### src/sv/biquad_cascade_filter_defines.svh
// assertion macros for the biquad cascade filter
`ifndef BIQUAD_CASCADE_FILTER_DEFINES_SVH
`define BIQUAD_CASCADE_FILTER_DEFINES_SVH

// property holds at every clock edge out of reset
`define BCF_ASSERT_HOLD(lbl, prop, msg) \
  lbl: assert property (@(posedge clk) disable iff (!rst_n) (prop)) else $error(msg);

// consequent holds in the same cycle as the antecedent
`define BCF_ASSERT_IMPLIES(lbl, ante, cons, msg) \
  lbl: assert property (@(posedge clk) disable iff (!rst_n) (ante) |-> (cons)) else $error(msg);

`endif

### src/sv/bcf_pkg.sv
`timescale 1ns / 1ps
package bcf_pkg;

  localparam int MAX_STAGES      = 4;
  localparam int COEFS_PER_STAGE = 5;
  localparam int CUR_W   = (MAX_STAGES > 1) ? $clog2(MAX_STAGES) : 1;
  localparam int STAGE_W = 3;
  localparam int CMP_W   = (CUR_W + 1 > STAGE_W) ? CUR_W + 1 : STAGE_W;
  localparam int IDX_W    = 5;
  localparam int COEF_W   = 32;
  localparam int SAMPLE_W = 16;
  localparam int VAL_W    = 32;
  localparam int DLY_W    = 48;
  localparam int PROD_W   = 64;
  localparam int FRAC_W   = 28;
  localparam int RQ_W     = PROD_W - FRAC_W;
  localparam int ACC_W    = 50;
  localparam int DC_W     = 35;
  localparam int QMAG_W   = DC_W - 1 + FRAC_W;
  localparam int REM_W    = DC_W;
  localparam int STEP_W   = 3;
  localparam int POS_W    = 3;

  localparam logic [STEP_W-1:0] LAST_STEP = 3'd5;

  // opcodes
  localparam logic [1:0] OP_LOAD   = 2'd0;
  localparam logic [1:0] OP_CLEAR  = 2'd1;
  localparam logic [1:0] OP_PRESET = 2'd2;
  localparam logic [1:0] OP_FILTER = 2'd3;

  // coefficient positions within a stage
  localparam logic [POS_W-1:0] POS_B0 = 3'd0;
  localparam logic [POS_W-1:0] POS_B1 = 3'd1;
  localparam logic [POS_W-1:0] POS_B2 = 3'd2;
  localparam logic [POS_W-1:0] POS_A1 = 3'd3;
  localparam logic [POS_W-1:0] POS_A2 = 3'd4;

  typedef logic signed [COEF_W-1:0] coef_t;

  typedef struct packed {
    logic              en;
    logic              preset;
    logic              clear;
    logic [STEP_W-1:0] step;
  } cell_ctrl_t;

  typedef struct packed {
    logic             we;
    logic [POS_W-1:0] pos;
    coef_t            value;
  } coef_wr_t;

  typedef struct packed {
    logic signed [DC_W-1:0] num;
    logic signed [DC_W-1:0] den;
  } dc_terms_t;

  // product at 2^-28 rounded half up back to the value scale
  function automatic logic signed [RQ_W-1:0] round_q28(input logic signed [PROD_W-1:0] p);
    logic signed [PROD_W-1:0] s;
    s = p + (PROD_W'(1) << (FRAC_W - 1));
    return s[PROD_W-1:FRAC_W];
  endfunction

  function automatic logic ovf32(input logic signed [ACC_W-1:0] v);
    return !((&v[ACC_W-1:VAL_W-1]) || !(|v[ACC_W-1:VAL_W-1]));
  endfunction

  function automatic logic signed [VAL_W-1:0] sat32(input logic signed [ACC_W-1:0] v);
    if (ovf32(v)) begin
      return v[ACC_W-1] ? {1'b1, {(VAL_W-1){1'b0}}} : {1'b0, {(VAL_W-1){1'b1}}};
    end
    return v[VAL_W-1:0];
  endfunction

  function automatic logic ovf48(input logic signed [ACC_W-1:0] v);
    return !((&v[ACC_W-1:DLY_W-1]) || !(|v[ACC_W-1:DLY_W-1]));
  endfunction

  function automatic logic signed [DLY_W-1:0] sat48(input logic signed [ACC_W-1:0] v);
    if (ovf48(v)) begin
      return v[ACC_W-1] ? {1'b1, {(DLY_W-1){1'b0}}} : {1'b0, {(DLY_W-1){1'b1}}};
    end
    return v[DLY_W-1:0];
  endfunction

endpackage

### src/sv/bcf_cell.sv
`timescale 1ns / 1ps
module bcf_cell (
  input  logic                              clk,
  input  logic                              rst_n,
  input  bcf_pkg::cell_ctrl_t               ctrl,
  input  bcf_pkg::coef_wr_t                 wr,
  input  logic signed [bcf_pkg::VAL_W-1:0]  v_in,
  input  logic signed [bcf_pkg::VAL_W-1:0]  gain,
  output logic signed [bcf_pkg::VAL_W-1:0]  y_out,
  output logic                              clip,
  output bcf_pkg::dc_terms_t                dc
);
  import bcf_pkg::*;

  coef_t c_r [COEFS_PER_STAGE];
  logic signed [DLY_W-1:0]  d1_r, d2_r;
  logic signed [VAL_W-1:0]  y_r;
  logic signed [PROD_W-1:0] prod_r;
  logic signed [ACC_W-1:0]  acc_r;

  logic signed [COEF_W-1:0] mul_a;
  logic signed [VAL_W-1:0]  mul_b;
  logic signed [ACC_W-1:0]  rq_x, sum_y, sum_a, acc_nxt;
  logic                     last_step;

  // coefficient slots
  always_ff @(posedge clk) begin
    if (wr.we) begin
      c_r[wr.pos] <= wr.value;
    end
  end

  // dc gain terms for the preset divider
  assign dc.num = DC_W'(c_r[POS_B0]) + DC_W'(c_r[POS_B1]) + DC_W'(c_r[POS_B2]);
  assign dc.den = (DC_W'(1) << FRAC_W) - DC_W'(c_r[POS_A1]) - DC_W'(c_r[POS_A2]);

  // multiplier operands per step
  always_comb begin
    mul_a = c_r[POS_B0];
    mul_b = v_in;
    if (ctrl.preset) begin
      case (ctrl.step)
        3'd0: mul_a = gain;
        3'd1: mul_a = c_r[POS_B2];
        3'd2: begin
          mul_a = c_r[POS_A2];
          mul_b = y_r;
        end
        3'd3: mul_a = c_r[POS_B1];
        3'd4: begin
          mul_a = c_r[POS_A1];
          mul_b = y_r;
        end
        default: mul_a = c_r[POS_B0];
      endcase
    end else begin
      case (ctrl.step)
        3'd0: mul_a = c_r[POS_B0];
        3'd1: mul_a = c_r[POS_B1];
        3'd2: begin
          mul_a = c_r[POS_A1];
          mul_b = y_r;
        end
        3'd3: mul_a = c_r[POS_B2];
        3'd4: begin
          mul_a = c_r[POS_A2];
          mul_b = y_r;
        end
        default: mul_a = c_r[POS_B0];
      endcase
    end
  end

  // adders behind the product register
  assign last_step = ctrl.step == LAST_STEP;
  assign rq_x  = ACC_W'(round_q28(prod_r));
  assign sum_y = rq_x + (ctrl.preset ? ACC_W'(0) : ACC_W'(d1_r));
  assign sum_a = acc_r + rq_x + ((ctrl.preset && last_step) ? ACC_W'(d2_r) : ACC_W'(0));
  assign acc_nxt = (ctrl.step == 3'd2 && !ctrl.preset) ? rq_x + ACC_W'(d2_r) : rq_x;

  // delay state
  always_ff @(posedge clk) begin
    if (!rst_n) begin
      d1_r <= '0;
      d2_r <= '0;
    end else if (ctrl.clear) begin
      d1_r <= '0;
      d2_r <= '0;
    end else if (ctrl.en) begin
      case (ctrl.step)
        3'd3: begin
          if (ctrl.preset) begin
            d2_r <= sat48(sum_a);
          end else begin
            d1_r <= sat48(sum_a);
          end
        end
        3'd5: begin
          if (ctrl.preset) begin
            d1_r <= sat48(sum_a);
          end else begin
            d2_r <= sat48(sum_a);
          end
        end
        default: begin
        end
      endcase
    end
  end

  // multiply and accumulate
  always_ff @(posedge clk) begin
    if (ctrl.en) begin
      prod_r <= mul_a * mul_b;
      case (ctrl.step)
        3'd1: y_r <= sat32(sum_y);
        3'd2: acc_r <= acc_nxt;
        3'd4: acc_r <= acc_nxt;
        default: begin
        end
      endcase
    end
  end

  // clip events while filtering
  assign clip = ctrl.en && !ctrl.preset &&
                ((ctrl.step == 3'd1 && ovf32(sum_y)) ||
                 ((ctrl.step == 3'd3 || last_step) && ovf48(sum_a)));

  assign y_out = y_r;

endmodule

### config.mk
export PLATFORM = sky130hd
export DESIGN_NAME = bcf_cell
export DESIGN_NICKNAME = d
export VERILOG_FILES = /design/src/sv/biquad_cascade_filter_defines.svh /design/src/sv/bcf_pkg.sv /design/src/sv/bcf_cell.sv
export SDC_FILE = /design/constraint.sdc
export NUM_CORES = 2
export LEC_CHECK = 0
export ABC_AREA = 1
export BUFFER_PORTS_ARGS = -buffer_cell sky130_fd_sc_hd__buf_2
export CORE_ASPECT_RATIO = 0.5
export CORE_UTILIZATION = 50
export CTS_BUF_LIST = sky130_fd_sc_hd__clkbuf_8
export CTS_CLUSTER_SIZE = 30
export DETAILED_ROUTE_END_ITERATION = 7
export PLACE_DENSITY = 0.66
export SLEW_MARGIN = 20
export SYNTH_ARGS = -nofsm -noshare
export SYNTH_HDL_FRONTEND = slang
export SYNTH_SLANG_ARGS = --single-unit
### constraint.sdc
create_clock -name clk -period 25.8 [get_ports clk]
set_clock_uncertainty 0.2 [all_clocks]
set_input_delay 7.74 -clock clk [delete_from_list [all_inputs] [get_ports clk]]
set_output_delay 7.74 -clock clk [all_outputs]
set_load 0.05 [all_outputs]
After elaboration in Yosys (flattened, before gate mapping)
Memory sizes are Yosys's and may differ from the RTL's. Index checks and enable logic that the tools add are counted.

Mux-type cells: 46. Reductions and logical operators: 27. Add/subtract/negate cells: 9. Multipliers: 1. Equal/unequal tests: 9. Bitwise operators: 1.

Operator list (number): 2-to-1 mux 48 bit (10); case mux 48 bit (2 select lines) (2); 2-to-1 mux 32 bit (5); case mux 32 bit (5 select lines) (1); 2-to-1 mux 50 bit (3); case mux 32 bit (4 select lines) (1); adder 64 x 29 -> 64 bit (second input constant) (1); multiplier 32 x 32 -> 64 bit (1); adder 36 x 50 -> 50 bit (1); adder 50 x 36 -> 50 bit (1); adder 50 bit (1); adder 36 x 48 -> 49 bit (1); adder 33 x 32 -> 34 bit (1); subtractor 33 x 32 -> 34 bit (1); adder 32 x 32 -> 33 bit (1); subtractor 30 x 32 -> 33 bit (first input constant) (1); 2-to-1 mux 1 bit (24); AND reduction 19 bit (1); OR reduction 19 bit (1); inequality test 2 bit (second input constant) (4); AND reduction 4 bit (2); == test 3 x 2 -> 1 bit (second input constant) (2); == test 3 bit (second input constant) (2); logical AND 1 bit (6); 10 further kinds (19).

Memory bits (writable): 160. Flip-flop bits (word level): 242. Input port bits: 108. Memories kept: 1.

Memories: c_r (depth 5, bits a word 32, read ports 5, clocked after memory_dff 0, write ports 1, line bcf_cell.sv:15) `coef_t c_r [COEFS_PER_STAGE];`.

Longest topological paths before layout
Word-level depth: 16. Gate-level depth with buffers: 44. Depth with buffers taken out: 40.

Worst setup path before layout
No wires, ideal clock.

Path type: input port to output port. From: in ctrl[4] (netlist name). To: out clip. Path slack: 5.261 ns. Buffers on the path: 4. Required time: 17.860 ns. Arrival time: 12.599 ns. Stages on the path: 29. Cells stage by stage: clkbuf_1 > clkinv_1 > nor2_1 > clkbuf_1 > buf_1 > nand2_1 > fa_1 > inv_1 > ha_1 > inv_1 > fa_1 > inv_1 > nand3_1 > nand2_1 > a21oi_2 > o21ai_1 > nand2_1 > nand2_1 > nand2_1 > nand2_1 > nand2_1 > nand2_1 > nand2_1 > nand2_1 > nand2_2 > buf_2 > nand2_1 > nand2_1 > a21oi_1.

Cells in the longest elaborated chain, start to end: 10.

RTL lines: start, declared (line bcf_cell.sv:5) `input bcf_pkg::cell_ctrl_t ctrl,`; parallel branches: the longest is 9 deep, another holds adder 36 x 50 -> 50 bit; logical AND 1 bit (*) (line bcf_cell.sv:126) `assign clip = ctrl.en && !ctrl.preset &&`; end, declared (line bcf_cell.sv:10) `output logic clip,`.

Mark *: on every way between the ends.

Worst setup path after layout
Ends and elaborated chain as after synthesis.

==> results.py <==
metrics = {
    "outcome": {
        "status": "finished clean",
    },
    "synth": {
        "netlist.area_leader.share": 0.334,
        "ys_ff_latch": 374,
        "yosysTopAreaCell": "fa_1",
        "synth_cell_types": 58,
        "syn_area_per_cell_sq_um": 7.73,
        "ys_warn_count": 0,
        "synthTopCellsByArea": "fa_1 33%, edfxtp_1 12%, inv_1 11%, nand2_1 10%, ha_1 7.5%",
        "async_reset_ff_frac": 0,
        "synth-edff-count": 278,
        "synth-main-ff-cell": "edfxtp_1",
        "netlist_instances": 9041,
        "synth-seq-area-share": 0.147,
        "synth_area_sq_um": 69800,
        "syn-num-nets": 10700,
    },
    "worst_hold_path": {
        "holdPathEnd": "d1_r[26]",
        "whs_path_depth": 4,
        "hp-class": "reg2reg",
        "hold_path_startpoint": "d1_r[26]",
    },
    "timing": {
        "slew_viol_final": 0,
        "setup_violations": 0,
        "tightest_slew_ps": 1240,
        "rsz0062_at_grt": "no",
        "setup_tns_ps": 0,
        "fmax_mhz": 46.6,
        "min_period_ps": 21470,
        "max-slew-margin-rel": 0.167,
        "finalCritPeriodShare": 0.832,
        "final-hold-violation-count": 0,
    },
    "setup_path": {
        "end_kind": "output port",
        "crit_path_start_kind": "input port",
        "cp.required_ps": 17860,
        "r2r-start": "c_r[0][31]",
        "worstPathMaxFanout": 48,
        "worstSetupPathType": "in2out",
        "r2r_end": "prod_r[61]",
        "r2r_cells": 25,
        "reg2reg_slack_ps": 14720,
        "cp_data_arrival_time_ps": 13530,
    },
    "global_routing": {
        "grt_pass1_wl_microns": 410000,
        "grt_max_degree": 92,
        "grt_usage": 0.401,
        "grt.overflow.total": 0,
        "grt_pass1_vias": 63100,
        "antenna_found_initial": 14,
    },
    "clock_tree": {
        "cts.clk_slew.worst_paths_ps": 60,
        "cts_tree": "built",
        "htreeDepth": 3,
        "cts_setup_buffers": 0,
        "holdBufCountCts": 0,
        "cts_resized": 0,
        "clock-root-buffer": "clkbuf_8",
        "clk_path_buf_depth": 3,
        "numCtsBuffers": 68,
        "clkLatencyLatePin_ps": 750,
        "cts_sinks": 374,
    },
    "place": {
        "gp_congestion": 1.11,
        "hpwl_microns": 227000,
        "io_buffers": 210,
    },
    "route": {
        "vias_per_cell": 5.73,
        "vias": 63500,
        "drtIter0Drc": 7620,
        "remaining_drc_errors": 0,
        "drt_wl_total_microns": 280000,
        "final_antenna_net_count": 0,
        "wire_per_inst_microns": 25.2,
        "first_pass_iters": 6,
    },
    "flow_run": {
        "cap_viol_max_count": 0,
    },
    "die": {
        "core_area_sq_um": 138000,
        "initial_core_util": 0.507,
        "placement_rows": 96,
        "io_pins": 211,
        "dieArea_sq_um": 141000,
        "die_y_microns": 266,
        "fp.dieW_microns": 531,
    },
    "cells_and_area": {
        "drive_gt1_frac": 0.0651,
        "nNetsFinal": 10900,
        "area_delta_synth_final_pct": 6.67,
    },
}
worst max path at each step:
stage             from    to  slack [ps]  cells past startpoint
5_1_grt        ctrl[4]  clip        3980                     28
3_5_place_dp   ctrl[4]  clip        4360                     28
4_1_cts        ctrl[4]  clip        4350                     28
3_3_place_gp   ctrl[4]  clip        4490                     28
2_1_floorplan  ctrl[4]  clip        5260                     29
6_report       ctrl[4]  clip        4330                     28
area by class of cell:
type,count,area [sq um]
diodes,6,15.0
clock buffers,72,991
clock inverters,51,402
fillers,13500,63400
inverters,2070,7770
multi-input cells,6323,50800
flip-flops and latches,374,10300
well taps,1862,2330
repair buffers,329,1950
cell families (layout without fill, tap and decap cells):
| family | after synthesis | after routing | synth area share |
|---|---|---|---|
| AND/OR/NAND/NOR | 3456 | 3456 | 0.199 |
| buffers and inverters | 2344 | 2522 | 0.128 |
| adder cells (fa/ha/maj) | 1588 | 1588 | 0.410 |
| AO/OA/AOI/OAI | 1065 | 1065 | 0.0886 |
| flip-flops | 374 | 374 | 0.147 |
| XOR/XNOR | 213 | 213 | 0.0267 |
| multiplexers | 1 | 1 | 0.000143 |
| other | 0 | 6 | 0 |
worst max-delay path, stage by stage:
cell and delay (ps):
buf_4 320, clkinv_1 290, nor2_4 150, buf_4 490, nand2_1 180, fa_1 500, inv_1 70, ha_1 160
inv_1 60, fa_1 480, inv_1 120, nand3_1 70, nand2_1 120, a21oi_2 100, o21ai_1 220, nand2_1 70
nand2_1 140, nand2_1 90, nand2_1 190, nand2_1 130, nand2_1 100, nand2_1 50, nand2_1 100, nand2_4 240
nand2_1 170, nand2_1 210, a21oi_1 530, buf_2 360
state kept, by name (all words and copies together), names as in the netlist:
| name | count |
|---|---|
| c_r | 160 |
| prod_r | 37 |
| y_out | 32 |
| acc_r | 49 |
| d2_r | 48 |
| d1_r | 48 |
layer usage:
metal / wire length (microns) / share of wire / GRT usage / vias to the layer above
li1: - / - / - / 27800
met1: 113000 / 0.40 / 0.544 / 31300
met2: 113000 / 0.40 / 0.571 / 3704
met3: 36500 / 0.13 / 0.133 / 725
met4: 17300 / 0.062 / 0.205 / 4
met5: 23 / 0.000082 / 0 / -
per-stage QoR:
stage / setup slack, ps / hold slack [ps] / utilization / area, sq um / instances
after floorplan: 5260 / 314 / - / 69800 / 9041
after global placement: 4490 / 332 / 0.530 / 73100 / 11000
after detailed placement: 4360 / 340 / 0.530 / 73100 / 11000
after CTS: 4350 / 352 / 0.540 / 74500 / 11100
after global routing: 3980 / 382 / 0.540 / 74500 / 11100
final: 4330 / 352 / 0.540 / 74500 / 11100
cells in the mapped netlist, types with 26 or more instances:
library cell	number
buf_2	69
xor2_1	139
nand2_1	1917
nor3_1	40
inv_2	28
fa_1	1167
ha_1	421
a31oi_1	37
nand3_1	255
inv_1	2025
o21ai_2	26
edfxtp_1	278
clkbuf_1	176
xnor2_1	74
a21oi_1	427
o21bai_1	28
a221oi_1	41
dfxtp_1	96
nor2_1	1056
o211ai_1	40
o21ai_0	268
nand4_1	56
o22ai_1	47
o21ai_1	38
nor4_1	28
placed cells by master, fill, tap and decap left out, types with 9 or more instances in the layout:
| master | n |
|---|---|
| fa_1 | 1167 |
| o21bai_1 | 28 |
| o211ai_1 | 40 |
| nor4_1 | 28 |
| nor3_2 | 12 |
| nand2_1 | 1914 |
| dfxtp_1 | 96 |
| o21ai_0 | 255 |
| clkinv_2 | 9 |
| a211oi_1 | 25 |
| buf_4 | 120 |
| edfxtp_1 | 278 |
| or2_2 | 21 |
| xor2_1 | 139 |
| inv_1 | 2034 |
| buf_2 | 209 |
| o221ai_1 | 16 |
| a21oi_1 | 427 |
| ha_1 | 421 |
| a221oi_1 | 40 |
| xnor2_1 | 73 |
| nor2_1 | 1049 |
| nor2_2 | 24 |
| nand4_1 | 56 |
| inv_2 | 28 |
| nand2_2 | 14 |
| nor3_1 | 37 |
| a21boi_0 | 13 |
| a31oi_1 | 37 |
| clkbuf_8 | 72 |
| nor2_4 | 9 |
| o22ai_1 | 47 |
| clkinv_1 | 32 |
| and3_1 | 9 |
| nand3_1 | 254 |
| a21o_1 | 15 |
| o21a_1 | 22 |
| o21ai_2 | 42 |
| o21ai_1 | 34 |
| nand3b_1 | 9 |
Power is not shown: default switching activity piles up to over one toggle a cycle in this logic, so the estimate is an artifact.
