--- src/sv/biquad_cascade_filter_defines.svh ---
// assertion macros for the biquad cascade filter
`ifndef BIQUAD_CASCADE_FILTER_DEFINES_SVH
`define BIQUAD_CASCADE_FILTER_DEFINES_SVH

// property holds at every clock edge out of reset
`define BCF_ASSERT_HOLD(lbl, prop, msg) \
  lbl: assert property (@(posedge clk) disable iff (!rst_n) (prop)) else $error(msg);

// consequent holds in the same cycle as the antecedent
`define BCF_ASSERT_IMPLIES(lbl, ante, cons, msg) \
  lbl: assert property (@(posedge clk) disable iff (!rst_n) (ante) |-> (cons)) else $error(msg);

`endif

--- src/sv/bcf_pkg.sv ---
`timescale 1ns / 1ps
package bcf_pkg;

  localparam int MAX_STAGES      = 4;
  localparam int COEFS_PER_STAGE = 5;
  localparam int CUR_W   = (MAX_STAGES > 1) ? $clog2(MAX_STAGES) : 1;
  localparam int STAGE_W = 3;
  localparam int CMP_W   = (CUR_W + 1 > STAGE_W) ? CUR_W + 1 : STAGE_W;
  localparam int IDX_W    = 5;
  localparam int COEF_W   = 32;
  localparam int SAMPLE_W = 16;
  localparam int VAL_W    = 32;
  localparam int DLY_W    = 48;
  localparam int PROD_W   = 64;
  localparam int FRAC_W   = 28;
  localparam int RQ_W     = PROD_W - FRAC_W;
  localparam int ACC_W    = 50;
  localparam int DC_W     = 35;
  localparam int QMAG_W   = DC_W - 1 + FRAC_W;
  localparam int REM_W    = DC_W;
  localparam int STEP_W   = 3;
  localparam int POS_W    = 3;

  localparam logic [STEP_W-1:0] LAST_STEP = 3'd5;

  // opcodes
  localparam logic [1:0] OP_LOAD   = 2'd0;
  localparam logic [1:0] OP_CLEAR  = 2'd1;
  localparam logic [1:0] OP_PRESET = 2'd2;
  localparam logic [1:0] OP_FILTER = 2'd3;

  // coefficient positions within a stage
  localparam logic [POS_W-1:0] POS_B0 = 3'd0;
  localparam logic [POS_W-1:0] POS_B1 = 3'd1;
  localparam logic [POS_W-1:0] POS_B2 = 3'd2;
  localparam logic [POS_W-1:0] POS_A1 = 3'd3;
  localparam logic [POS_W-1:0] POS_A2 = 3'd4;

  typedef logic signed [COEF_W-1:0] coef_t;

  typedef struct packed {
    logic              en;
    logic              preset;
    logic              clear;
    logic [STEP_W-1:0] step;
  } cell_ctrl_t;

  typedef struct packed {
    logic             we;
    logic [POS_W-1:0] pos;
    coef_t            value;
  } coef_wr_t;

  typedef struct packed {
    logic signed [DC_W-1:0] num;
    logic signed [DC_W-1:0] den;
  } dc_terms_t;

  // product at 2^-28 rounded half up back to the value scale
  function automatic logic signed [RQ_W-1:0] round_q28(input logic signed [PROD_W-1:0] p);
    logic signed [PROD_W-1:0] s;
    s = p + (PROD_W'(1) << (FRAC_W - 1));
    return s[PROD_W-1:FRAC_W];
  endfunction

  function automatic logic ovf32(input logic signed [ACC_W-1:0] v);
    return !((&v[ACC_W-1:VAL_W-1]) || !(|v[ACC_W-1:VAL_W-1]));
  endfunction

  function automatic logic signed [VAL_W-1:0] sat32(input logic signed [ACC_W-1:0] v);
    if (ovf32(v)) begin
      return v[ACC_W-1] ? {1'b1, {(VAL_W-1){1'b0}}} : {1'b0, {(VAL_W-1){1'b1}}};
    end
    return v[VAL_W-1:0];
  endfunction

  function automatic logic ovf48(input logic signed [ACC_W-1:0] v);
    return !((&v[ACC_W-1:DLY_W-1]) || !(|v[ACC_W-1:DLY_W-1]));
  endfunction

  function automatic logic signed [DLY_W-1:0] sat48(input logic signed [ACC_W-1:0] v);
    if (ovf48(v)) begin
      return v[ACC_W-1] ? {1'b1, {(DLY_W-1){1'b0}}} : {1'b0, {(DLY_W-1){1'b1}}};
    end
    return v[DLY_W-1:0];
  endfunction

endpackage

--- src/sv/bcf_div.sv ---
`timescale 1ns / 1ps
module bcf_div (
  input  logic                               clk,
  input  logic                               rst_n,
  input  logic                               start,
  input  bcf_pkg::dc_terms_t                 dc,
  output logic                               done,
  output logic signed [bcf_pkg::VAL_W-1:0]   gain
);
  import bcf_pkg::*;

  localparam int CNT_W = $clog2(QMAG_W);

  logic              busy_r, fin_r, done_r, neg_r;
  logic [CNT_W-1:0]  cnt_r;
  logic [REM_W-1:0]  rem_r;
  logic [QMAG_W-1:0] q_r;
  logic [DC_W-2:0]   dvs_r;
  logic signed [VAL_W-1:0] gain_r;

  logic [DC_W-1:0]  num_abs, den_abs;
  logic [REM_W-1:0] rem_sh, rem_nxt;
  logic             ge;
  logic             mag_big_pos, mag_big_neg;

  // magnitudes of the dc terms
  assign num_abs = dc.num[DC_W-1] ? DC_W'(-dc.num) : DC_W'(dc.num);
  assign den_abs = dc.den[DC_W-1] ? DC_W'(-dc.den) : DC_W'(dc.den);

  // one restoring step per cycle
  assign rem_sh  = {rem_r[REM_W-2:0], q_r[QMAG_W-1]};
  assign ge      = rem_sh >= REM_W'(dvs_r);
  assign rem_nxt = ge ? rem_sh - REM_W'(dvs_r) : rem_sh;

  // quotient range checks for saturation
  assign mag_big_pos = |q_r[QMAG_W-1:VAL_W-1];
  assign mag_big_neg = (|q_r[QMAG_W-1:VAL_W]) || (q_r[VAL_W-1] && (|q_r[VAL_W-2:0]));

  // control
  always_ff @(posedge clk) begin
    if (!rst_n) begin
      busy_r <= 1'b0;
      fin_r  <= 1'b0;
      done_r <= 1'b0;
      cnt_r  <= '0;
    end else begin
      done_r <= 1'b0;
      fin_r  <= 1'b0;
      if (start) begin
        if (dc.den == '0) begin
          done_r <= 1'b1;
        end else begin
          busy_r <= 1'b1;
          cnt_r  <= '0;
        end
      end else if (busy_r) begin
        cnt_r <= cnt_r + CNT_W'(1);
        if (cnt_r == CNT_W'(QMAG_W - 1)) begin
          busy_r <= 1'b0;
          fin_r  <= 1'b1;
        end
      end else if (fin_r) begin
        done_r <= 1'b1;
      end
    end
  end

  // datapath
  always_ff @(posedge clk) begin
    if (start) begin
      neg_r <= dc.num[DC_W-1] ^ dc.den[DC_W-1];
      rem_r <= '0;
      q_r   <= {num_abs[DC_W-2:0], {FRAC_W{1'b0}}};
      dvs_r <= den_abs[DC_W-2:0];
      if (dc.num[DC_W-1]) begin
        gain_r <= {1'b1, {(VAL_W-1){1'b0}}};
      end else if (dc.num != '0) begin
        gain_r <= {1'b0, {(VAL_W-1){1'b1}}};
      end else begin
        gain_r <= '0;
      end
    end else if (busy_r) begin
      rem_r <= rem_nxt;
      q_r   <= {q_r[QMAG_W-2:0], ge};
    end else if (fin_r) begin
      if (neg_r) begin
        gain_r <= mag_big_neg ? {1'b1, {(VAL_W-1){1'b0}}} : VAL_W'(-q_r[VAL_W-1:0]);
      end else begin
        gain_r <= mag_big_pos ? {1'b0, {(VAL_W-1){1'b1}}} : q_r[VAL_W-1:0];
      end
    end
  end

  assign done = done_r;
  assign gain = gain_r;

endmodule

--- config.mk ---
export PLATFORM = sky130hd
export DESIGN_NAME = bcf_div
export DESIGN_NICKNAME = d
export VERILOG_FILES = /design/src/sv/biquad_cascade_filter_defines.svh /design/src/sv/bcf_pkg.sv /design/src/sv/bcf_div.sv
export SDC_FILE = /design/constraint.sdc
export NUM_CORES = 1
export LEC_CHECK = 0
export BUFFER_PORTS_ARGS = -buffer_cell sky130_fd_sc_hd__clkbuf_2
export CORE_ASPECT_RATIO = 1.4
export CORE_MARGIN = 2
export CORE_UTILIZATION = 55
export DETAILED_ROUTE_END_ITERATION = 8
export PLACE_DENSITY = 0.75
export SLEW_MARGIN = 25
export SYNTH_ARGS = -nofsm -noshare
export SYNTH_HDL_FRONTEND = slang
export SYNTH_SLANG_ARGS = --single-unit
--- constraint.sdc ---
create_clock -name clk -period 3.9 [get_ports clk]
set_input_delay 0.39 -clock clk [delete_from_list [all_inputs] [get_ports clk]]
set_output_delay 0.39 -clock clk [all_outputs]
set_load 0.005 [all_outputs]
# Yosys cells after proc, flatten, opt, wreduce, memory -nomap -nowiden
# Index checks and enable logic that the tools add are counted.
# totals
regBits,172
latch_bits,0
ramBits,0
rom_bits,0
in_bits,73
word_cells,59
memories,0
# classes
add_sub_neg,5
multipliers,0
div,0
order_cmp,1
eq_ne,3
n_shift,0
mux,25
bitwise_logic,3
n_reduce_logical,12
# ops
cell,n
two-way mux 32 bit,7
two-way mux 62 bit,2
two-way mux 34 bit,3
negation 34 bit,2
OR reduction 31 bit,2
>= comparator 35 x 34 -> 1 bit,1
logical NOT 35 bit,1
nonzero test 35 bit,1
subtractor 34 bit,1
negation 32 bit,1
two-way mux 31 bit,1
OR reduction 30 bit,1
two-way mux 6 bit,3
two-way mux 1 bit,9
"adder 6 x 1 -> 6 bit, second input constant",1
"equality test 6 bit, second input constant",1
"!= test 2 bit, second input constant",2
AND reduction 2 bit,2
nonzero test 2 bit,2
OR reduction 3 bit,1
inverter 1 bit,2
logical AND 1 bit,1
logical OR 1 bit,1
bitwise XOR 1 bit,1

# Logic depth before layout (Yosys ltp)
# Gate-level depths: netlist (run 1).
# logic_depth
ltp_word,8
depth_mapped,12
depth_no_buf,12

# Worst setup path after synthesis (run 1)
# No wires, ideal clock.
# synth_timing
path_kind,in2reg
start,input dc[36] (netlist bit)
end,register gain_r[10] (netlist: gain[10]) (data pin)
setup_time_ns,0.267
t_arrival_ns,3.170
required_time_ns,3.633
path_slack_ns,0.463
path_stages,11
path_buffers,1
cell_sequence,inv_1 -> ha_1 -> or3b_4 -> or4_4 -> or4_4 -> or3_4 -> or4_4 -> nand3b_4 -> a21boi_4 -> buf_6 -> o31ai_1
# synth_between
elab_chain_cells,4
# synth_rtl
item,line_no,text
from (decl),bcf_div.sv:6,"input bcf_pkg::dc_terms_t dc,"
nonzero test 35 bit,bcf_div.sv:77,end else if (dc.num != '0) begin
two-way mux 31 bit,bcf_div.sv:77,
two-way mux 32 bit,bcf_div.sv:75,if (dc.num[DC_W-1]) begin
two-way mux 32 bit,bcf_div.sv:70,if (start) begin
to (signal assigned),bcf_div.sv:76,"gain_r <= {1'b1, {(VAL_W-1){1'b0}}};"
to (signal assigned),bcf_div.sv:78,"gain_r <= {1'b0, {(VAL_W-1){1'b1}}};"
to (signal assigned),bcf_div.sv:87,"gain_r <= mag_big_neg ? {1'b1, {(VAL_W-1){1'b0}}} : VAL_W'(-q_r[VAL_W-1:0]);"
to (decl),bcf_div.sv:19,logic signed [VAL_W-1:0] gain_r;
# Every way passes these cells.
# A chain may end at the register's enable or synchronous reset.

# Final worst setup path (run 1)
# layout_timing
start,register q_r[14]
end,register gain_r[22] (netlist: gain[22]) (data pin)
# layout_between
elab_chain_cells,8
word_cells_on_any_way,9
classes_between,add/sub (1); mux (5); reduce/logical (3)
# layout_rtl
item,line_no,text
from (decl),bcf_div.sv:17,logic [QMAG_W-1:0] q_r;
from (signal assigned),bcf_div.sv:73,"q_r <= {num_abs[DC_W-2:0], {FRAC_W{1'b0}}};"
from (signal assigned),bcf_div.sv:84,"q_r <= {q_r[QMAG_W-2:0], ge};"
branches (longest 3 deep; another with negation 32 bit),n/a,
two-way mux 32 bit *,bcf_div.sv:87,
two-way mux 32 bit *,bcf_div.sv:86,if (neg_r) begin
two-way mux 32 bit *,bcf_div.sv:85,end else if (fin_r) begin
two-way mux 32 bit *,bcf_div.sv:82,end else if (busy_r) begin
two-way mux 32 bit *,bcf_div.sv:70,
to (signal assigned),bcf_div.sv:76,
to (signal assigned),bcf_div.sv:87,
to (signal assigned),bcf_div.sv:89,"gain_r <= mag_big_pos ? {1'b0, {(VAL_W-1){1'b1}}} : q_r[VAL_W-1:0];"
# Mark *: on every way between the ends. The select of a mux whose other input is x is not followed.

==> results of run 1 <==
## registers in the layout (all words and copies together), names as in the netlist
register and flops:
busy_r 1, done 1, rem_r 34, gain 32, neg_r 1, cnt_r 6, fin_r 1, q_r 62
dvs_r 34
## kinds of logic (layout without fill, tap and decap cells)
group | Yosys count | in the layout | share of synthesized area
fa+ha+maj | 40 | 40 | 0.0456
xor+xnor | 91 | 91 | 0.0716
flops | 172 | 172 | 0.400
simple gates | 421 | 421 | 0.188
mux | 32 | 32 | 0.0288
compound gates | 358 | 358 | 0.222
buf+inv | 123 | 221 | 0.0445
## synth_stat cells (all sizes together), types with 8 or more instances
cell type,instances
a22o,33
nand2b,11
nand2,130
nor3,33
clkbuf,54
a21o,18
a31oi,10
buf,14
and2,9
xnor2,72
xor2,19
nand3,24
edfxtp,101
o21ai,92
nor2,98
a21oi,63
or2,12
or4,17
o41ai,10
ha,39
nor2b,8
dfxtp,71
a211oi,10
o211ai,8
and3,13
a311oi,22
or3,24
o31ai,25
nor4,13
inv,55
mux2i,32
## worst paths after layout
path	slack (ns)	to
hold / removal	0.21	dvs_r[0]$_DFFE_PP_
hold reg to reg	0.50	rem_r[25]$_SDFFE_PP0P_
setup reg to reg	0.49	gain[22]$_DFFE_PP_
setup / recovery	0.49	gain[22]$_DFFE_PP_
## layout make-up
type | count | area share
clock buffers | 17 | 0.0341
clock inverters | 15 | 0.0113
inverters | 55 | 0.0165
multi-input cells | 942 | 0.496
flip-flops and latches | 172 | 0.357
well taps | 252 | 0.0253
repair buffers | 134 | 0.0597
## layer usage
metal / vias up / track usage / routed length [µm]
li1: 4777 / - / -
met5: - / 0 / 0
met1: 4680 / 0.295 / 11300
met4: 0 / 0.164 / 1630
met3: 110 / 0.0381 / 1040
met2: 278 / 0.493 / 14900
## stage by stage
| step | instances | worst slack [ns] | util |
|---|---|---|---|
| detailed placement | 1555 | 0.189 | 0.601 |
| CTS | 1587 | 0.539 | 0.629 |
| floorplan | 1237 | 0.463 | - |
| global route | 1587 | 0.129 | 0.629 |
| global placement | 1555 | 0.214 | 0.601 |
| finish | 1587 | 0.491 | 0.629 |
## report_power, final
part / total [mW] / leakage, nW / switching (mW) / internal [mW]
clock network: 1.66 / 0.280 / 0.807 / 0.851
registers: 2.19 / 1.60 / 0.100 / 2.09
logic: 1.13 / 3.12 / 0.660 / 0.467
total: 4.97 / 5.00 / 1.57 / 3.41
==> results.txt, run 1 <==
Total chip power -> 4.97 mW
Antenna violations before repair -> 0
Endpoints failing hold -> 0
N_diodes -> 0
P per Cell Area -> 398 nW/µm²
# IOs -> 106
Global-route usage over all layers -> 0.269
Slowest stage delay, CP -> 0.56 ns
Gate Count Post-Synth -> 1,237
# DRC -> 0
CP cell instances -> or4_1 -> nor3_1 -> nand4b_1 -> o31ai_1 -> nand3_1 -> buf_4 -> o21ba_2 -> a311o_1 -> nand2_1
Number of CTS-inserted buffers -> 17
Commonest non-fill, non-tap cell in the layout -> nand2_1
EDFF count, synth -> 101
Core Box Area -> 19,800 µm²
Setup violators final -> 0
Ys async rst share -> 0
Syn Area/Cell -> 9.00 µm²
Worst Setup SP -> q_r[14]$_SDFFE_PP0P_
Hold depth -> 1
CTS max path bufs -> 2
Leakage Power -> 5.00 nW
Vias per Instance -> 6.20
Hold path startpoint -> dc[0]
Cts hold-fix bufs -> 0
TritonRoute pass-1 iters -> 7
Yosys top cell area share -> 0.272
Vias -> 9,845
Pin count of the biggest net entering global routing -> 71
Register area share after synthesis -> 0.400
Initial core utilization -> 0.561
Delay-heaviest family, CP -> simple AND/OR/NAND/NOR gates
Cell row count -> 61
Synth Warn # -> 0
I/O Buffers -> 105
Wirelength per Cell -> 18.2 µm
Layout cells sized above 1 -> 0.154
Post-CTS setup buffer count -> 0
Final Skew -> 0.0169 ns
Max_cap viols -> 0
Critical Path RT -> 4.21 ns
Primary FF master, synth -> edfxtp_1
Cell count along the critical path -> 9
Clk_lat worst skew -> 0.44 ns
Period minus WS final -> 3.41 ns
Post-route cell area -> 12,500 µm²
Seq cells post-synth -> 172
Final GP Congestion -> 0.930
Final net count -> 1,435
FMAX -> 0.293 GHz
Area of the multi-input gates -> 6190 µm²
Max-slew headroom -> 0.393
Reg area -> 4460 µm²
Die Y -> 172 µm
Tcrit/Tclk final -> 0.874
Area leader, netlist -> edfxtp_1
Root buffer cell -> clkbuf_16
Placed inst area -> 11,900 µm²
Setup crit end kind -> register
DPL Wire Length -> 21.2 mm
Worst endpoint data arrival time -> 3.72 ns
Mapped cell area -> 11,100 µm²
Fillers -> 1,723
Startpoint Class -> register
Chip width -> 124 µm
Post-DRT Antenna Nets -> 0
First-pass GRT wire length -> 46.9 mm
Clock sinks -> 172
CP Class -> reg2reg
CP Buf/Inv Count -> 1
Die area -> 21,400 µm²
Post_cts resized -> 0
H-tree Lvls -> 4
GR Overflow Total -> 0
Worst Reg-to-Reg Cells -> 9
Vias in the first global route -> 9,680
CTS tree -> yes
Reg2reg start -> q_r[14]$_SDFFE_PP0P_
Setup TNS -> 0 ns
Status -> finished clean
RSZ-0062 raised after global routing -> no
Most frequent cells in the layout -> 130 x nand2_1, 104 x clkbuf_2, 101 x edfxtp_1, 96 x nor2_1, 86 x o21ai_0
Initial DRC Count -> 788
Area contributors post-synth -> edfxtp_1 27%, dfxtp_1 13%, xnor2_1 5.7%, ha_1 4.4%, nand2_1 4.4%
WL final -> 28.9 mm
Count of final max-slew check failures -> 0
Actual slew at the worst max-slew pin -> 0.911 ns
Post-synthesis cell type count -> 74
Maximum VDD drop -> 0.307 mV
Worst min-delay path class -> in2reg
Slowest cell on crit path -> or4_1
Clock transition at path regs -> 0.08 ns
Area grow syn2layout -> 12.1%
CP max FO -> 12
Hold Slack -> 0.209 ns
Syn nets -> 1,350
No activity file was read; power rests on OpenSTA's default activity.
==> run 2, diff against run 1 <==
- CORE_UTILIZATION: 55 -> 35
- PLACE_DENSITY: 0.75 -> default
==> run 2 against run 1 <==
Clock skew is 0.0039 ns lower. Sequential cell count stayed put. Setup slack got worse by 0.026 ns. Die area rose by 55%. Maximum frequency down 0.74%. Sequential share of layout area shrank 0.42 points. Critical path type unchanged. Critical path depth is 3 higher. Largest cell class unchanged. Cell area rose by 1.2%. Global-route usage decreased by 8.5 points. Via count down 2.5%.
==> results.txt, run 2 (synthesized netlist as in run 1, its figures left out) <==
Status -> finished clean
Cell row count -> 77
Clock sinks -> 172
Clock transition at path regs -> 0.07 ns
CTS max path bufs -> 2
Commonest non-fill, non-tap cell in the layout -> nand2_1
Reg-to-reg setup timing slack -> 0.47 ns
CTS tree -> yes
Placed inst area -> 12,000 µm²
Vias in the first global route -> 9,322
Area grow syn2layout -> 13.4%
Clk_lat worst skew -> 0.44 ns
Leakage Power -> 4.97 nW
Tcrit/Tclk final -> 0.881
Post-route cell area -> 12,600 µm²
Clk pwr share -> 0.341
Root buffer cell -> clkbuf_16
Die area -> 33,300 µm²
Reg area -> 4460 µm²
Most frequent cells in the layout -> 130 x nand2_1, 104 x clkbuf_2, 101 x edfxtp_1, 96 x nor2_1, 86 x o21ai_0
Final net count -> 1,426
Max-slew headroom -> 0.315
Actual slew at the worst max-slew pin -> 1.02 ns
Number of CTS-inserted buffers -> 17
DPL Wire Length -> 22.9 mm
Layout cells sized above 1 -> 0.147
Setup crit end kind -> register
Endpoints failing hold -> 0
Largest regs -> q_r (62), dvs_r (34), rem_r (34)
# DRC -> 0
P per Cell Area -> 401 nW/µm²
Initial DRC Count -> 628
Count of final max-slew check failures -> 0
Period minus WS final -> 3.43 ns
Max_cap viols -> 0
I/O Buffers -> 105
Critical Path RT -> 4.20 ns
Hold path startpoint -> dc[0]
Area of the multi-input gates -> 6200 µm²
Maximum VDD drop -> 0.266 mV
N_diodes -> 0
Switching Share -> 0.311
Chip width -> 155 µm
Total internal power -> 3.49 mW
Worst Reg-to-Reg Cells -> 12
Part of the power in combinational logic -> 0.230
Post-DRT Antenna Nets -> 0
Reg2reg end -> rem_r[32]$_SDFFE_PP0P_
H-tree Lvls -> 4
Post_cts resized -> 0
# IOs -> 106
FMAX -> 0.291 GHz
Largest register by flop count -> q_r
TritonRoute pass-1 iters -> 5
Initial core utilization -> 0.354
Hold endpoint -> dvs_r[0]$_DFFE_PP_
Reg2reg start -> q_r[61]$_DFFE_PP_
Vias -> 9,600
Worst endpoint data arrival time -> 3.74 ns
Vias per Instance -> 5.58
Startpoint Class -> register
Die Y -> 215 µm
Setup TNS -> 0 ns
Psw -> 1.57 mW
Final Skew -> 0.0131 ns
Final GP Congestion -> 0.901
Worst min-delay path class -> in2reg
Cts hold-fix bufs -> 0
WL final -> 30.6 mm
Fillers -> 3,149
Wirelength per Cell -> 17.8 µm
CP Class -> reg2reg
First-pass GRT wire length -> 48.7 mm
Worst Setup SP -> q_r[61]$_DFFE_PP_
GR Overflow Total -> 0
Hold depth -> 1
Antenna violations before repair -> 0
Hold Slack -> 0.168 ns
Post-CTS setup buffer count -> 0
Pin count of the biggest net entering global routing -> 79
Max reg flops -> 62
Reg power frac -> 0.429
RSZ-0062 raised after global routing -> no
Global-route usage over all layers -> 0.183
Setup violators final -> 0
CP max FO -> 5
Core Box Area -> 31,500 µm²
[run 2: layer usage]
metal	routed length [µm]	global-route usage	share of wire	vias to the layer above
met5	0	0	0	-
met4	1070	0.0818	0.035	0
met3	1120	0.0274	0.037	53
met2	15700	0.332	0.51	237
met1	12700	0.212	0.41	4549
li1	-	-	-	4761
[run 2: worst max-delay path by stage]
stage | end | slack, ns | depth (start not counted)
final | rem_r[32]$_SDFFE_PP0P_ | 0.47 | 12
after global routing | gain[17]$_DFFE_PP_ | 0.25 | 10
after CTS | rem_r[32]$_SDFFE_PP0P_ | 0.51 | 12
after detailed placement | gain[18]$_DFFE_PP_ | 0.08 | 12
after global placement | gain[18]$_DFFE_PP_ | 0.19 | 12
after floorplan | gain[10]$_DFFE_PP_ | 0.46 | 11
[run 2: critical path, stage by stage, from the launching register on]
cell and delay, ns:
edfxtp_1 0.46, inv_1 0.09, ha_1 0.16, inv_1 0.06, fa_1 0.39, a21o_1 0.21, a221o_1 0.43, a21oi_1 0.25
nand2_1 0.14, a311o_1 0.46, a2111oi_0 0.40, nand4b_1 0.16, o22ai_1 0.07
[run 2: power by group through the flow]
stage               Clock (mW)  Sequential, mW  Combinational [mW]
finish                    1.73            2.17                1.16
global route              1.85            2.19                1.29
CTS                       1.79            2.17                1.16
detailed placement           0            2.21                1.15
global placement             0            2.21                1.14
floorplan                    0            2.18               0.818
[run 2: final cells by class]
cell class,count,share of cell area
flip-flops and latches,172,0.353
inverters,55,0.0163
well taps,395,0.0391
clock buffers,22,0.0393
multi-input cells,942,0.491
clock inverters,10,0.00773
repair buffers,125,0.0540
[run 2: stage by stage]
step	std cells	power, mW	worst slack (ns)	util
finish	1721	5.07	0.465	0.401
global route	1721	5.32	0.254	0.401
CTS	1721	5.12	0.510	0.401
detailed placement	1689	3.37	0.0822	0.382
global placement	1689	3.35	0.187	0.382
floorplan	1237	3.00	0.463	-
==> run 3, diff against run 2 <==
- BUFFER_PORTS_ARGS: -buffer_cell sky130_fd_sc_hd__clkbuf_2 -> default
- CELL_PAD_IN_SITES_DETAIL_PLACEMENT: default -> 0
- CELL_PAD_IN_SITES_GLOBAL_PLACEMENT: default -> 1
- DONT_BUFFER_PORTS: default -> 1
- PLACE_DENSITY_LB_ADDON: default -> 0.1
- SETUP_SLACK_MARGIN: default -> 0.2
==> run 3 against run 2 <==
Power shrank 2.1%. Sequential cell count is the same. Sequential share of layout area grew 1.3 points. Core utilization shrank 1.4 points. Combinational power shrank 10%. Critical path type unchanged. Register-to-register slack gained 0.02 ns. Largest cell class unchanged. Via count shrank 4.8%. Setup slack gained 0.016 ns. Wire length grew 9.9%. Clock power is essentially flat.
==> results.txt, run 3 (synthesized netlist as in run 1, its figures left out) <==
Endpoints failing hold -> 0
Final net count -> 1,331
CP max FO -> 5
Worst endpoint data arrival time -> 3.71 ns
TritonRoute pass-1 iters -> 5
# DRC -> 0
CTS max path bufs -> 2
Commonest non-fill, non-tap cell in the layout -> nand2_1
Final Skew -> 0.0157 ns
Post-DRT Antenna Nets -> 0
Reg2reg start -> q_r[61]$_DFFE_PP_
Clk pwr share -> 0.350
Maximum VDD drop -> 0.254 mV
Tcrit/Tclk final -> 0.876
Hold path startpoint -> dc[0]
Clock transition at path regs -> 0.07 ns
Global-route usage over all layers -> 0.207
Vias per Instance -> 5.62
Clock sinks -> 172
Initial core utilization -> 0.354
Status -> finished clean
Total chip power -> 4.96 mW
P per Cell Area -> 407 nW/µm²
I/O Buffers -> 0
Fillers -> 3,180
Number of CTS-inserted buffers -> 17
Layout cells sized above 1 -> 0.0837
Die area -> 33,300 µm²
Max reg flops -> 62
H-tree Lvls -> 4
GR Overflow Total -> 0
Largest register by flop count -> q_r
Switching Share -> 0.312
Startpoint Class -> register
First-pass GRT wire length -> 53.7 mm
# IOs -> 106
Most frequent cells in the layout -> 130 x nand2_1, 101 x edfxtp_1, 96 x nor2_1, 86 x o21ai_0, 72 x xnor2_1
Setup crit end kind -> register
Psw -> 1.55 mW
Vias -> 9,142
CP Class -> reg2reg
Setup TNS -> 0 ns
Leakage Power -> 4.59 nW
Reg2reg end -> rem_r[24]$_SDFFE_PP0P_
Total internal power -> 3.41 mW
Count of final max-slew check failures -> 0
Actual slew at the worst max-slew pin -> 0.822 ns
Max-slew headroom -> 0.452
RSZ-0062 raised after global routing -> no
Pin count of the biggest net entering global routing -> 165
FMAX -> 0.293 GHz
N_diodes -> 0
Worst Reg-to-Reg Cells -> 12
Clk_lat worst skew -> 0.46 ns
Worst Setup SP -> q_r[61]$_DFFE_PP_
Chip width -> 155 µm
Reg-to-reg setup timing slack -> 0.48 ns
Reg power frac -> 0.439
Setup violators final -> 0
WL final -> 33.6 mm
Hold depth -> 0
Wirelength per Cell -> 20.7 µm
Part of the power in combinational logic -> 0.211
Antenna violations before repair -> 0
Core Box Area -> 31,500 µm²
Max_cap viols -> 0
Period minus WS final -> 3.42 ns
Area grow syn2layout -> 9.46%
Hold endpoint -> dvs_r[0]$_DFFE_PP_
Root buffer cell -> clkbuf_16
Initial DRC Count -> 538
Vias in the first global route -> 9,353
Worst min-delay path class -> in2reg
Critical Path RT -> 4.19 ns
Die Y -> 215 µm
Largest regs -> q_r (62), dvs_r (34), rem_r (34)
Cts hold-fix bufs -> 0
Cell row count -> 77
Final GP Congestion -> 0.841
DPL Wire Length -> 24.3 mm
CTS tree -> yes
==> run 3: critical path, cell delays in order, from the launching register on <==
cell and delay [ns]:
edfxtp_1 0.42, inv_1 0.08, ha_1 0.16, inv_1 0.05, fa_1 0.41, a21o_1 0.22
a221o_1 0.39, a21oi_1 0.21, nand2_1 0.13, a311o_1 0.47, a211o_1 0.30, a41oi_1 0.29
a211oi_1 0.11
==> run 3: per-stage QoR <==
step	std cells	hold slack (ns)	utilization	worst slack, ns	cell area (µm²)
final	1626	0.0331	0.387	0.482	12200
after global placement	1593	0.480	0.367	0.222	11600
after floorplan	1237	0.453	-	0.463	11100
after global routing	1626	0.0137	0.387	0.224	12200
after detailed placement	1594	0.486	0.368	0.163	11600
after CTS	1626	0.0115	0.387	0.472	12200
==> run 3: what timing repair did <==
| action | in CTS | in global routing |
|---|---|---|
| buffers inserted | 0 | 0 |
| resized for setup | 0 | 1 |
| endpoints found under the setup margin | 0 | 1 |
==> run 3: power groups by stage <==
| stage | clock network [mW] | registers (mW) | logic [mW] |
|---|---|---|---|
| 2_1_floorplan | 0 | 2.18 | 0.818 |
| 3_3_place_gp | 0 | 2.22 | 1.05 |
| 3_5_place_dp | 0 | 2.22 | 1.05 |
| 4_1_cts | 1.79 | 2.18 | 1.06 |
| 5_1_grt | 1.85 | 2.19 | 1.17 |
| 6_report | 1.74 | 2.18 | 1.04 |
==> run 3: layout make-up <==
| class | count | area [µm²] | share of cell area |
|---|---|---|---|
| clock inverters | 14 | 130 | 0.0107 |
| repair buffers | 30 | 249 | 0.0204 |
| multi-input cells | 942 | 6200 | 0.509 |
| inverters | 55 | 206 | 0.0169 |
| flip-flops and latches | 172 | 4460 | 0.366 |
| well taps | 395 | 494 | 0.0405 |
| clock buffers | 18 | 450 | 0.0369 |
==> run 3: worst max path at each step <==
stage	cells after the start	to	slack (ns)
after floorplan	11	gain[10]$_DFFE_PP_	0.46
after global placement	11	gain[24]$_DFFE_PP_	0.22
after detailed placement	11	gain[29]$_DFFE_PP_	0.16
after CTS	9	gain[7]$_DFFE_PP_	0.47
after global routing	9	gain[7]$_DFFE_PP_	0.22
final	12	rem_r[24]$_SDFFE_PP0P_	0.48
==> run 3: metal layers <==
metal	track usage	wire length [µm]
met1	0.230	13400
met4	0.0682	766
met5	0	0
met2	0.391	18400
met3	0.0385	1080
